`src/rtl/ssm_pkg.sv`:
```
// Package: shared types and constants of the spring strain monitor.
`timescale 1ns / 1ps
package ssm_pkg;

   localparam logic [15:0] ADJUST_RESET = 16'd4096;
   localparam int          INDEX_W      = 10;
   localparam int          MAX_DEPTH    = 1024;

   localparam logic [1:0] EVT_NONE     = 2'd0;
   localparam logic [1:0] EVT_STRESSED = 2'd1;
   localparam logic [1:0] EVT_BROKEN   = 2'd2;
   localparam logic [1:0] EVT_IGNORED  = 2'd3;

   localparam logic ACT_ADD   = 1'b0;
   localparam logic ACT_CHECK = 1'b1;

   localparam logic [5:0] ROOT_STEPS_M1 = 6'd32;
   localparam logic [5:0] DIV_STEPS_M1  = 6'd15;

   typedef enum logic [3:0] {
      ST_CLEAR, ST_IDLE, ST_SQX, ST_SQY, ST_SUM, ST_ROOT, ST_EFF, ST_PROD, ST_DIV, ST_DONE
   } state_type;

   typedef enum logic [1:0] {
      MUL_DX, MUL_DY, MUL_REST
   } mul_sel_type;

   typedef enum logic [2:0] {
      FIN_NONE, FIN_ZERO, FIN_ADD, FIN_IGNORED, FIN_CHECK
   } fin_kind_type;

   typedef struct packed {
      logic         clr_step;
      logic         load;
      logic         mul_en;
      mul_sel_type  mul_sel;
      logic         acc_load;
      logic         acc_add;
      logic         root_step;
      logic         mem_read;
      logic         eff_step;
      logic         div_init;
      logic         div_step;
      fin_kind_type fin;
   } cmd_type;

   typedef struct packed {
      logic clr_last;
      logic idx_ok;
      logic is_check;
      logic broken;
      logic out_free;
   } status_type;

endpackage

```
`src/rtl/ssm_ctrl.sv`:
```
// Controller state machine sequencing the spring strain datapath.
`timescale 1ns / 1ps
module ssm_ctrl (
   input  logic                clock,
   input  logic                reset,
   input  logic                req_valid,
   output logic                req_ready,
   input  ssm_pkg::status_type status,
   output ssm_pkg::cmd_type    cmd
);

   ssm_pkg::state_type state_ff, state_in;
   logic [5:0] cnt_ff, cnt_in;
   logic go_check;

   assign go_check = status.idx_ok && status.is_check && !status.broken;

   always_ff @(posedge clock) begin
      if (reset) begin
         state_ff <= ssm_pkg::ST_CLEAR;
         cnt_ff   <= '0;
      end else begin
         state_ff <= state_in;
         cnt_ff   <= cnt_in;
      end
   end

   always_comb begin
      state_in = state_ff;
      cnt_in   = cnt_ff;
      case (state_ff)
         ssm_pkg::ST_CLEAR: if (status.clr_last) state_in = ssm_pkg::ST_IDLE;
         ssm_pkg::ST_IDLE:  if (req_valid) state_in = ssm_pkg::ST_SQX;
         ssm_pkg::ST_SQX:   state_in = ssm_pkg::ST_SQY;
         ssm_pkg::ST_SQY:   state_in = ssm_pkg::ST_SUM;
         ssm_pkg::ST_SUM: begin
            state_in = ssm_pkg::ST_ROOT;
            cnt_in   = ssm_pkg::ROOT_STEPS_M1;
         end
         ssm_pkg::ST_ROOT: begin
            if (cnt_ff == '0) state_in = go_check ? ssm_pkg::ST_EFF : ssm_pkg::ST_DONE;
            else cnt_in = cnt_ff - 6'd1;
         end
         ssm_pkg::ST_EFF:   state_in = ssm_pkg::ST_PROD;
         ssm_pkg::ST_PROD: begin
            state_in = ssm_pkg::ST_DIV;
            cnt_in   = ssm_pkg::DIV_STEPS_M1;
         end
         ssm_pkg::ST_DIV: begin
            if (cnt_ff == '0) state_in = ssm_pkg::ST_DONE;
            else cnt_in = cnt_ff - 6'd1;
         end
         ssm_pkg::ST_DONE:  if (status.out_free) state_in = ssm_pkg::ST_IDLE;
         default:           state_in = ssm_pkg::ST_IDLE;
      endcase
   end

   always_comb begin
      cmd       = '0;
      cmd.fin   = ssm_pkg::FIN_NONE;
      req_ready = 1'b0;
      case (state_ff)
         ssm_pkg::ST_CLEAR: cmd.clr_step = 1'b1;
         ssm_pkg::ST_IDLE: begin
            req_ready = 1'b1;
            cmd.load  = req_valid;
         end
         ssm_pkg::ST_SQX: begin
            cmd.mul_en  = 1'b1;
            cmd.mul_sel = ssm_pkg::MUL_DX;
         end
         ssm_pkg::ST_SQY: begin
            cmd.mul_en   = 1'b1;
            cmd.mul_sel  = ssm_pkg::MUL_DY;
            cmd.acc_load = 1'b1;
         end
         ssm_pkg::ST_SUM: begin
            cmd.acc_add  = 1'b1;
            cmd.mem_read = 1'b1;
         end
         ssm_pkg::ST_ROOT: cmd.root_step = 1'b1;
         ssm_pkg::ST_EFF:  cmd.eff_step = 1'b1;
         ssm_pkg::ST_PROD: begin
            cmd.mul_en   = 1'b1;
            cmd.mul_sel  = ssm_pkg::MUL_REST;
            cmd.div_init = 1'b1;
         end
         ssm_pkg::ST_DIV:  cmd.div_step = 1'b1;
         ssm_pkg::ST_DONE: begin
            if (status.out_free) begin
               if (!status.idx_ok)        cmd.fin = ssm_pkg::FIN_ZERO;
               else if (!status.is_check) cmd.fin = ssm_pkg::FIN_ADD;
               else if (status.broken)    cmd.fin = ssm_pkg::FIN_IGNORED;
               else                       cmd.fin = ssm_pkg::FIN_CHECK;
            end
         end
         default: cmd = '0;
      endcase
   end

endmodule

```
`config.mk`:
```
export PLATFORM = sky130hd
export DESIGN_NAME = ssm_ctrl
export DESIGN_NICKNAME = d
export VERILOG_FILES = /design/src/rtl/ssm_pkg.sv /design/src/rtl/ssm_ctrl.sv
export SDC_FILE = /design/constraint.sdc
export NUM_CORES = 1
export LEC_CHECK = 0
export ABC_AREA = 1
export BUFFER_PORTS_ARGS = -buffer_cell sky130_fd_sc_hd__buf_2
export CAP_MARGIN = 20
export CELL_PAD_IN_SITES_DETAIL_PLACEMENT = 1
export CELL_PAD_IN_SITES_GLOBAL_PLACEMENT = 2
export CORE_MARGIN = 2
export CORE_UTILIZATION = 27
export DETAILED_ROUTE_END_ITERATION = 6
export HOLD_SLACK_MARGIN = 0.03
export PLACE_DENSITY_LB_ADDON = 0.1
export SYNTH_ARGS = -nofsm -noshare
export SYNTH_HDL_FRONTEND = slang
export SYNTH_SLANG_ARGS = --single-unit
export TNS_END_PERCENT = 30
```
`constraint.sdc`:
```
create_clock -name clock -period 1.8 [get_ports clock]
set_input_delay 0.27 -clock clock [delete_from_list [all_inputs] [get_ports clock]]
set_output_delay 0.27 -clock clock [all_outputs]
set_load 0.03 [all_outputs]
```
# After elaboration in Yosys (flattened, before gate mapping)
# Index checks and enable logic that the tools add are counted.
# totals
regBits,10
latchBits,0
mem_bits_rw,0
rom_bits,0
in_bits,8
n_memories,0
# classes
addsub,1
n_mul,0
div_mod_pow,0
magnitude_cmp,0
n_eq_ne,15
shifts,0
mux,24
bitwise_logic,0
n_reduce_logical,9
# op_table
op,n
$pmux W4 S10,1
$mux W4,6
$pmux W6 S3,1
$eq A4 B3 Y1 const B,4
$mux W3,5
$ne A2 B2 Y1 const B,6
$mux W1,9
$pmux W3 S3,1
$eq A4 B2 Y1 const B,2
$eq A4 B4 Y1 const B,2
$logic_not A6 Y1,1
$mux W6,1
$sub A6 B1 Y6 const B,1
$reduce_and A5 Y1,1
$eq A4 B1 Y1 const B,1
$logic_not A4 Y1,1
$reduce_bool A3 Y1,1
$logic_and A1 B1 Y1,2
$reduce_and A2 Y1,1
$reduce_or A2 Y1,1
$logic_not A1 Y1,1

# Logic depth before layout (Yosys ltp)
# Gate-level depths: netlist of run 1.
# depth
depth_word,5
depth_mapped,9
ltp_nobuf,9

# Worst setup path before layout of run 1
# No wires, ideal clock.
# synth_timing
path_type,register -> register
startpoint,register state_ff[3]
endpoint,register state_ff[0]
setup_ps,64
arrival_time_ps,1458
required_ps,1736
setup_slack_ps,278
stages_incl_launch_ff,10
path_buffers,0
period_less_slack_ps,1522
path_cell_list,dfxtp_1 -> inv_1 -> nand2_1 -> nor2_1 -> nand2_1 -> nand2_1 -> nor2_1 -> nand2_1 -> nor2_1 -> nor2_1
# synth_via
elab_chain_cells,3
elab_cells_between_ends,17
classes_between,eq/ne (14); mux (1); reduce/logical (2)
# synth_lines
element,line_no,source
from (decl),ssm_ctrl.sv:12,"ssm_pkg::state_type state_ff, state_in;"
from (signal assigned),ssm_ctrl.sv:20,state_ff <= ssm_pkg::ST_CLEAR;
from (signal assigned),ssm_ctrl.sv:23,state_ff <= state_in;
"$eq A4 B3 Y1, or another cell as far along",ssm_ctrl.sv:31,case (state_ff)
$ne A2 B2 Y1 (no line),--,
$reduce_and A5 Y1 (no line),--,
# Parallel ways exist; a longest one is shown, timed or not.
# A chain may end at the register's enable or synchronous reset.

==> results of run 1 <==
## metrics by stage
step	worst slack [ns]	hold WS, ns	cells	total power (uW)
after floorplan	0.278	0.332	159	1190
after global placement	0.300	0.460	225	1460
after detailed placement	0.293	0.470	225	1450
after CTS	0.000213	0.233	229	1680
after global routing	0.00399	0.224	229	1870
final	0.127	0.240	229	1660
## layout by cell type (no fill, tap or decap), types with 2 or more instances in the layout
cell,Yosys,routed
nand2_1,48,47
nor2_1,32,32
inv_1,25,25
buf_2,0,23
nand3_1,13,13
dfxtp_1,10,8
nand2_2,4,5
o21ai_0,4,4
a21oi_1,4,4
clkbuf_4,0,3
inv_2,2,2
nor2_4,0,2
nor3_1,2,2
nand2_4,2,2
nand4_1,2,2
dfxtp_2,0,2
## routing by layer
| layer | up-vias | track usage, % | wire length [um] |
|---|---|---|---|
| li1 | 537 | - | - |
| met1 | 448 | 22.2 | 1380 |
| met2 | 20 | 26.1 | 1180 |
| met3 | 2 | 3.99 | 111 |
| met4 | 0 | 4.66 | 11 |
| met5 | - | 0 | 0 |
## power groups by stage
stage | Combinational, uW | Clock, uW | Sequential (uW)
finish | 1080 | 207 | 376
global route | 1250 | 234 | 392
CTS | 1090 | 220 | 368
detailed placement | 1070 | 0 | 374
global placement | 1080 | 0 | 372
floorplan | 837 | 0 | 353
## kinds of logic after synthesis
logic type | count (synthesis)
compound gates | 9
fa+ha+maj | 1
simple gates | 110
buf+inv | 28
xor+xnor | 1
flops | 10
## repair_timing
action / in CTS / in global routing
gates resized for setup: 1 / 4
setup endpoints to repair: 2 / 10
setup buffers: 0 / 0
## worst max path at each step
stage	startpoint	end	slack, ns	cells after the start
after global placement	state_ff[0]	cmd[2]	0.30	5
after CTS	state_ff[0]	cmd[1]	0.0002	5
final	state_ff[2]	cmd[12]	0.13	4
after global routing	state_ff[1]	cmd[12]	0.004	5
after detailed placement	state_ff[2]	cmd[6]	0.29	5
after floorplan	state_ff[3]	state_ff[0]	0.28	9
## sequential cells by signal, summed over array words and instances (netlist names)
name / cells
cnt_ff: 6
state_ff: 4
## final cells by class
| type | instances | area, sq um | area share [%] |
|---|---|---|---|
| multi-input cells | 121 | 584 | 53.4 |
| flip-flops and latches | 10 | 203 | 18.5 |
| repair buffers | 23 | 115 | 10.5 |
| inverters | 27 | 101 | 9.26 |
| well taps | 44 | 55.1 | 5.03 |
| clock buffers | 4 | 36.3 | 3.31 |
## critical path: stages (launching register included)
cell	delay, ns
dfxtp_1	0.37
nor2_1	0.29
nand2_1	0.15
o21ai_0	0.09
buf_2	0.22
==> impl_metrics.tcl, run 1 <==
set metrics [dict create \
    totalWireLength_um 2680 \
    dpl-instance-area_sq_um 1040 \
    core_area_sq_um 3080 \
    fin_util_pct 35.6 \
    synth.cell_area_sq_um 881 \
    clk_latency_ns 0.27 \
    fin_crit_ns 1.67 \
    setup_violations 0 \
    cts_tree "built" \
    synth_xor_area_share_pct 0.994 \
    synth-seq-cells 10 \
    grt_max_degree 9 \
    clockRootBuffer "clkbuf_4" \
    gp_congestion 0.822 \
    port_buffers 23 \
    drcViolationCount 0 \
    peakVddDrop_mv 0.440 \
    grt_overflow_total 0 \
    worstMarginPinSlew_ns 0.330 \
    cts_made_buffers 3 \
    power_leakage_uw 0.000666 \
    cts_buffer_depth 2 \
    hold_class "in2reg" \
    yosys-mux-area-fraction_pct 0 \
    nFillCells 444 \
    whs_path_depth 2 \
    start_util_pct 28.6 \
    grt_pass1_wl_um 4520 \
    yosysMostFrequentCell "nand2_1" \
    syn_to_final_growth_pct 24.3 \
    finalSetupTns_ns 0 \
    reg2reg_setup_slack_ns 0.34 \
    dr.first_iter.drc_count 20 \
    slew_headroom_pct 77.9 \
    min_from "reset" \
    yosys.area_share.simple_pct 57.0 \
    synthTopCellsByCount "48 x nand2_1, 32 x nor2_1, 25 x inv_1, 13 x nand3_1, 10 x dfxtp_1" \
    synthDistinctLibCells 21 \
    worstPathArrival_ns 1.40 \
    avgViaCountPerCell 4.40 \
    ios 24 \
    cp-start-kind "register" \
    p_comb_share_pct 64.8 \
    design_area_sq_um 1090 \
    synth_top_family_by_area "simple AND/OR/NAND/NOR gates" \
    synth_edf_count 0 \
    synth_top_cell_area_share_pct 22.7 \
    grt_pass1_vias 1003 \
    maxCapViolations 0 \
    synth_fa_ha_area_share_pct 1.42 \
    p_per_area_nw_per_um2 1520 \
    die_x_um 61.1 \
    synth_compound_area_share_pct 5.54 \
    path_max_fanout 5 \
    hold_viol 0 \
    wl_per_cell_um 11.7 \
    drt_first_pass_iters 4 \
    report.final.slew_viol_count 0 \
    reg2reg_to "state_ff[0]" \
    skew_ns 0.00763 \
    min_to "cnt_ff[1]" \
    place_hpwl_um 2280 \
    power_switching_uw 898 \
    die_h_um 61.1 \
    clkPwrFrac_pct 12.5 \
    r2r_cells 9 \
    dr_total_vias 1007 \
    cp_data_required_time_ns 1.53 \
    grt_setup_unrepaired "false" \
    period_share_pct 92.9 \
    outcome "complete, no violations" \
    antenna_found_initial 0 \
    cts-hold-fix-buffers 0 \
    p_int_uw 762 \
    clock_sinks 10 \
    p_sw_share_pct 54.1 \
    die_area_sq_um 3740 \
    r2r_start "state_ff[2]" \
    synth_area_leaders "dfxtp_1 23%, nand2_1 20%, nor2_1 14%" \
    synth_seq_area_share_pct 22.7 \
    synth_fp_nets 168 \
    htreeDepth 1 \
    drive_above_1_share_pct 24.3 \
    path_class "reg2out" \
    synth-async-reset-ratio_pct 0 \
    post-synth-top-area-cell "dfxtp_1" \
    power_frac_seq_pct 22.7 \
    diodes 0 \
    final_nets 195 \
    yosys_warnings 0 \
    cp-end-kind "output port" \
    final_antenna_net_count 0 \
    timing.fmax_ghz 0.598 \
    rows 20 \
    synth_ff_type "dfxtp_1" \
    avgSynthCellArea_sq_um 5.54 \
    grt_usage_pct 16.4 \
    synthCells 159 \
    clk_pin_slew_ns 0.07 \
]
Power figures use the tool's default switching activity.
==> run 2: changes to the inputs <==
ABC_AREA = unset   (was 1)
CORE_UTILIZATION = 30   (was 27)
==> run 2 against run 1 <==
Compared with the run above:
- sequential share of layout area shrank 0.42 points
- power shrank 46%
- first-iteration DRC count shrank 20%
- setup slack lost 0.095 ns
- register-to-register slack lost 0.25 ns
- critical path depth shrank 1
- global-route usage grew 1.6 points
==> impl_metrics.tcl, run 2 <==
set metrics [dict create \
    gp_congestion 0.728 \
    reg2reg_setup_slack_ns 0.09 \
    largest_register "cnt_ff" \
    reg2reg_to "cnt_ff[0]" \
    place_hpwl_um 1990 \
    drive_above_1_share_pct 43.3 \
    multiInputGateArea_sq_um 624 \
    wl_per_cell_um 15.8 \
    yosysMostFrequentCell "dfxtp_1" \
    clockRootBuffer "clkbuf_4" \
    syn_to_final_growth_pct 40.5 \
    r2r_cells 6 \
    hold_class "in2reg" \
    rows 19 \
    synth_area_leaders "dfxtp_1 24%, a21oi_1 5.4%, inv_1 4.1%" \
    synth.cell_area_sq_um 832 \
    synthCells 109 \
    nFillCells 331 \
    p_comb_share_pct 50.9 \
    dr_total_vias 966 \
    maxCapViolations 0 \
    die_h_um 56.7 \
    die_area_sq_um 3210 \
    power_leakage_uw 0.000526 \
    die_x_um 56.7 \
    synthTopCellsByCount "10 x dfxtp_1, 9 x a21oi_1, 9 x inv_1, 8 x nor2_1" \
    final_antenna_net_count 0 \
    setup_violations 0 \
    total_power_uw 894 \
    cp-endpoint "cmd[3]" \
    final_nets 152 \
    antenna_found_initial 0 \
    start_util_pct 31.0 \
    port_buffers 23 \
    clk_latency_ns 0.28 \
    avgSynthCellArea_sq_um 7.63 \
    p_sw_share_pct 41.8 \
    cts_tree "built" \
    slew_headroom_pct 76.1 \
    totalWireLength_um 2710 \
    fin_crit_ns 1.77 \
    yosys_warnings 0 \
    diodes 0 \
    synth_edf_count 0 \
    core_area_sq_um 2690 \
    grt_setup_unrepaired "true" \
    reg.largest.list "cnt_ff: 6 flops, state_ff: 4 flops" \
    cp-startpoint "state_ff[2]" \
    finalSetupTns_ns 0 \
    path_class "reg2out" \
    hold_viol 0 \
    report.final.slew_viol_count 0 \
    skew_ns 0.00228 \
    power_frac_seq_pct 30.7 \
    worstPathArrival_ns 1.50 \
    avgViaCountPerCell 5.62 \
    dr.first_iter.drc_count 16 \
    synth_seq_area_share_pct 24.1 \
    htreeDepth 1 \
    layout_common_cells "19 x buf_2, 14 x buf_4, 9 x a21oi_1" \
    ios 24 \
    cts_buffer_depth 2 \
    clk_pin_slew_ns 0.07 \
    largest_reg_flops 6 \
    dp_slack_ns 0.0137 \
    synthDistinctLibCells 43 \
    worstMarginPinSlew_ns 0.357 \
    grt_overflow_total 0 \
    p_per_area_nw_per_um2 765 \
    final_common_cell "buf_2" \
    path_max_fanout 6 \
    drcViolationCount 0 \
    grt_pass1_wl_um 4540 \
    setup_ws_ns 0.0324 \
    synth_top_cell_area_share_pct 24.1 \
    timing.fmax_ghz 0.566 \
    clock_sinks 10 \
    drt_first_pass_iters 4 \
    cts_made_buffers 3 \
    grt_max_degree 14 \
    synth_ff_type "dfxtp_1" \
    synth-seq-cells 10 \
    p_int_uw 520 \
    post-synth-top-area-cell "dfxtp_1" \
    cp-end-kind "output port" \
    period_share_pct 98.2 \
    clkPwrFrac_pct 18.4 \
    grt_usage_pct 18.0 \
    cp_data_required_time_ns 1.53 \
    peakVddDrop_mv 0.421 \
    synth-async-reset-ratio_pct 0 \
    outcome "complete, no violations" \
    synth_fp_nets 118 \
    cts-hold-fix-buffers 0 \
    power_switching_uw 374 \
    grt_pass1_vias 956 \
    cp-start-kind "register" \
    regArea_sq_um 211 \
    r2r_start "cnt_ff[0]" \
]
==> run 2: changes by cell type in the layout (fill, tap and decap cells not counted), moves of 4 or more <==
cell	previous run	this run
a21oi_1	4	9
buf_2	23	19
buf_4	0	14
inv_1	25	8
nand2_1	47	6
nand2_2	5	0
nand3_1	13	1
nor2_1	32	7
==> run 2: layout make-up <==
| type | instances | share of cell area, % |
|---|---|---|
| inverters | 10 | 3.43 |
| well taps | 31 | 3.32 |
| flip-flops and latches | 10 | 18.1 |
| repair buffers | 35 | 19.8 |
| clock buffers | 3 | 1.93 |
| multi-input cells | 83 | 53.4 |
==> run 2: kinds of logic after synthesis <==
| kind of cell | Yosys count | synth area share [%] |
|---|---|---|
| multiplexers | 1 | 1.20 |
| buffers and inverters | 16 | 8.27 |
| AND/OR/NAND/NOR | 44 | 31.7 |
| adder cells (fa/ha/maj) | 1 | 1.50 |
| AO/OA/AOI/OAI | 37 | 33.2 |
| flip-flops | 10 | 24.1 |
==> run 2: through the flow <==
| step | instance area (sq um) | util, % | instances | hold slack (ns) |
|---|---|---|---|---|
| detailed placement | 1040 | 38.8 | 168 | 0.485 |
| global route | 1170 | 43.5 | 172 | 0.297 |
| global placement | 1040 | 38.8 | 168 | 0.476 |
| floorplan | 837 | - | 109 | 0.452 |
| finish | 1170 | 43.5 | 172 | 0.277 |
| CTS | 1090 | 40.5 | 171 | 0.278 |
==> run 2: worst min-delay path by stage <==
| stage | startpoint | end | slack, ns | cells past startpoint |
|---|---|---|---|---|
| global placement | cnt_ff[1] | cnt_ff[1] | 0.48 | 2 |
| CTS | reset | state_ff[3] | 0.28 | 2 |
| finish | reset | state_ff[2] | 0.28 | 2 |
| global route | reset | state_ff[3] | 0.30 | 2 |
| detailed placement | cnt_ff[5] | cnt_ff[5] | 0.49 | 2 |
| floorplan | cnt_ff[1] | cnt_ff[1] | 0.45 | 2 |
==> run 2: metal layers <==
| metal | wire length [um] | share of wire, % | up-vias | global-route usage, % |
|---|---|---|---|---|
| li1 | - | - | 472 | - |
| met1 | 1260 | 46 | 465 | 22.0 |
| met2 | 1310 | 48 | 24 | 31.7 |
| met3 | 87 | 3.2 | 5 | 1.38 |
| met4 | 53 | 2.0 | 0 | 8.16 |
| met5 | 0 | 0 | - | 0 |
==> run 2: worst max-delay path, stage by stage (launching register included) <==
cell and delay, ns:
dfxtp_4 0.37, or4b_4 0.58, inv_4 0.11, buf_4 0.16
==> run 2: power groups by stage <==
stage | sequential, uW | combinational, uW | clock [uW]
detailed placement | 272 | 397 | 0
global route | 279 | 496 | 170
CTS | 270 | 409 | 162
finish | 275 | 455 | 165
global placement | 271 | 390 | 0
floorplan | 261 | 275 | 0
==> run 2: timing repair <==
item | in CTS | in global routing
buffers inserted | 0 | 1
setup endpoints to repair | 9 | 11
hold endpoints to repair | 0 | 0
gates resized for setup | 8 | 19
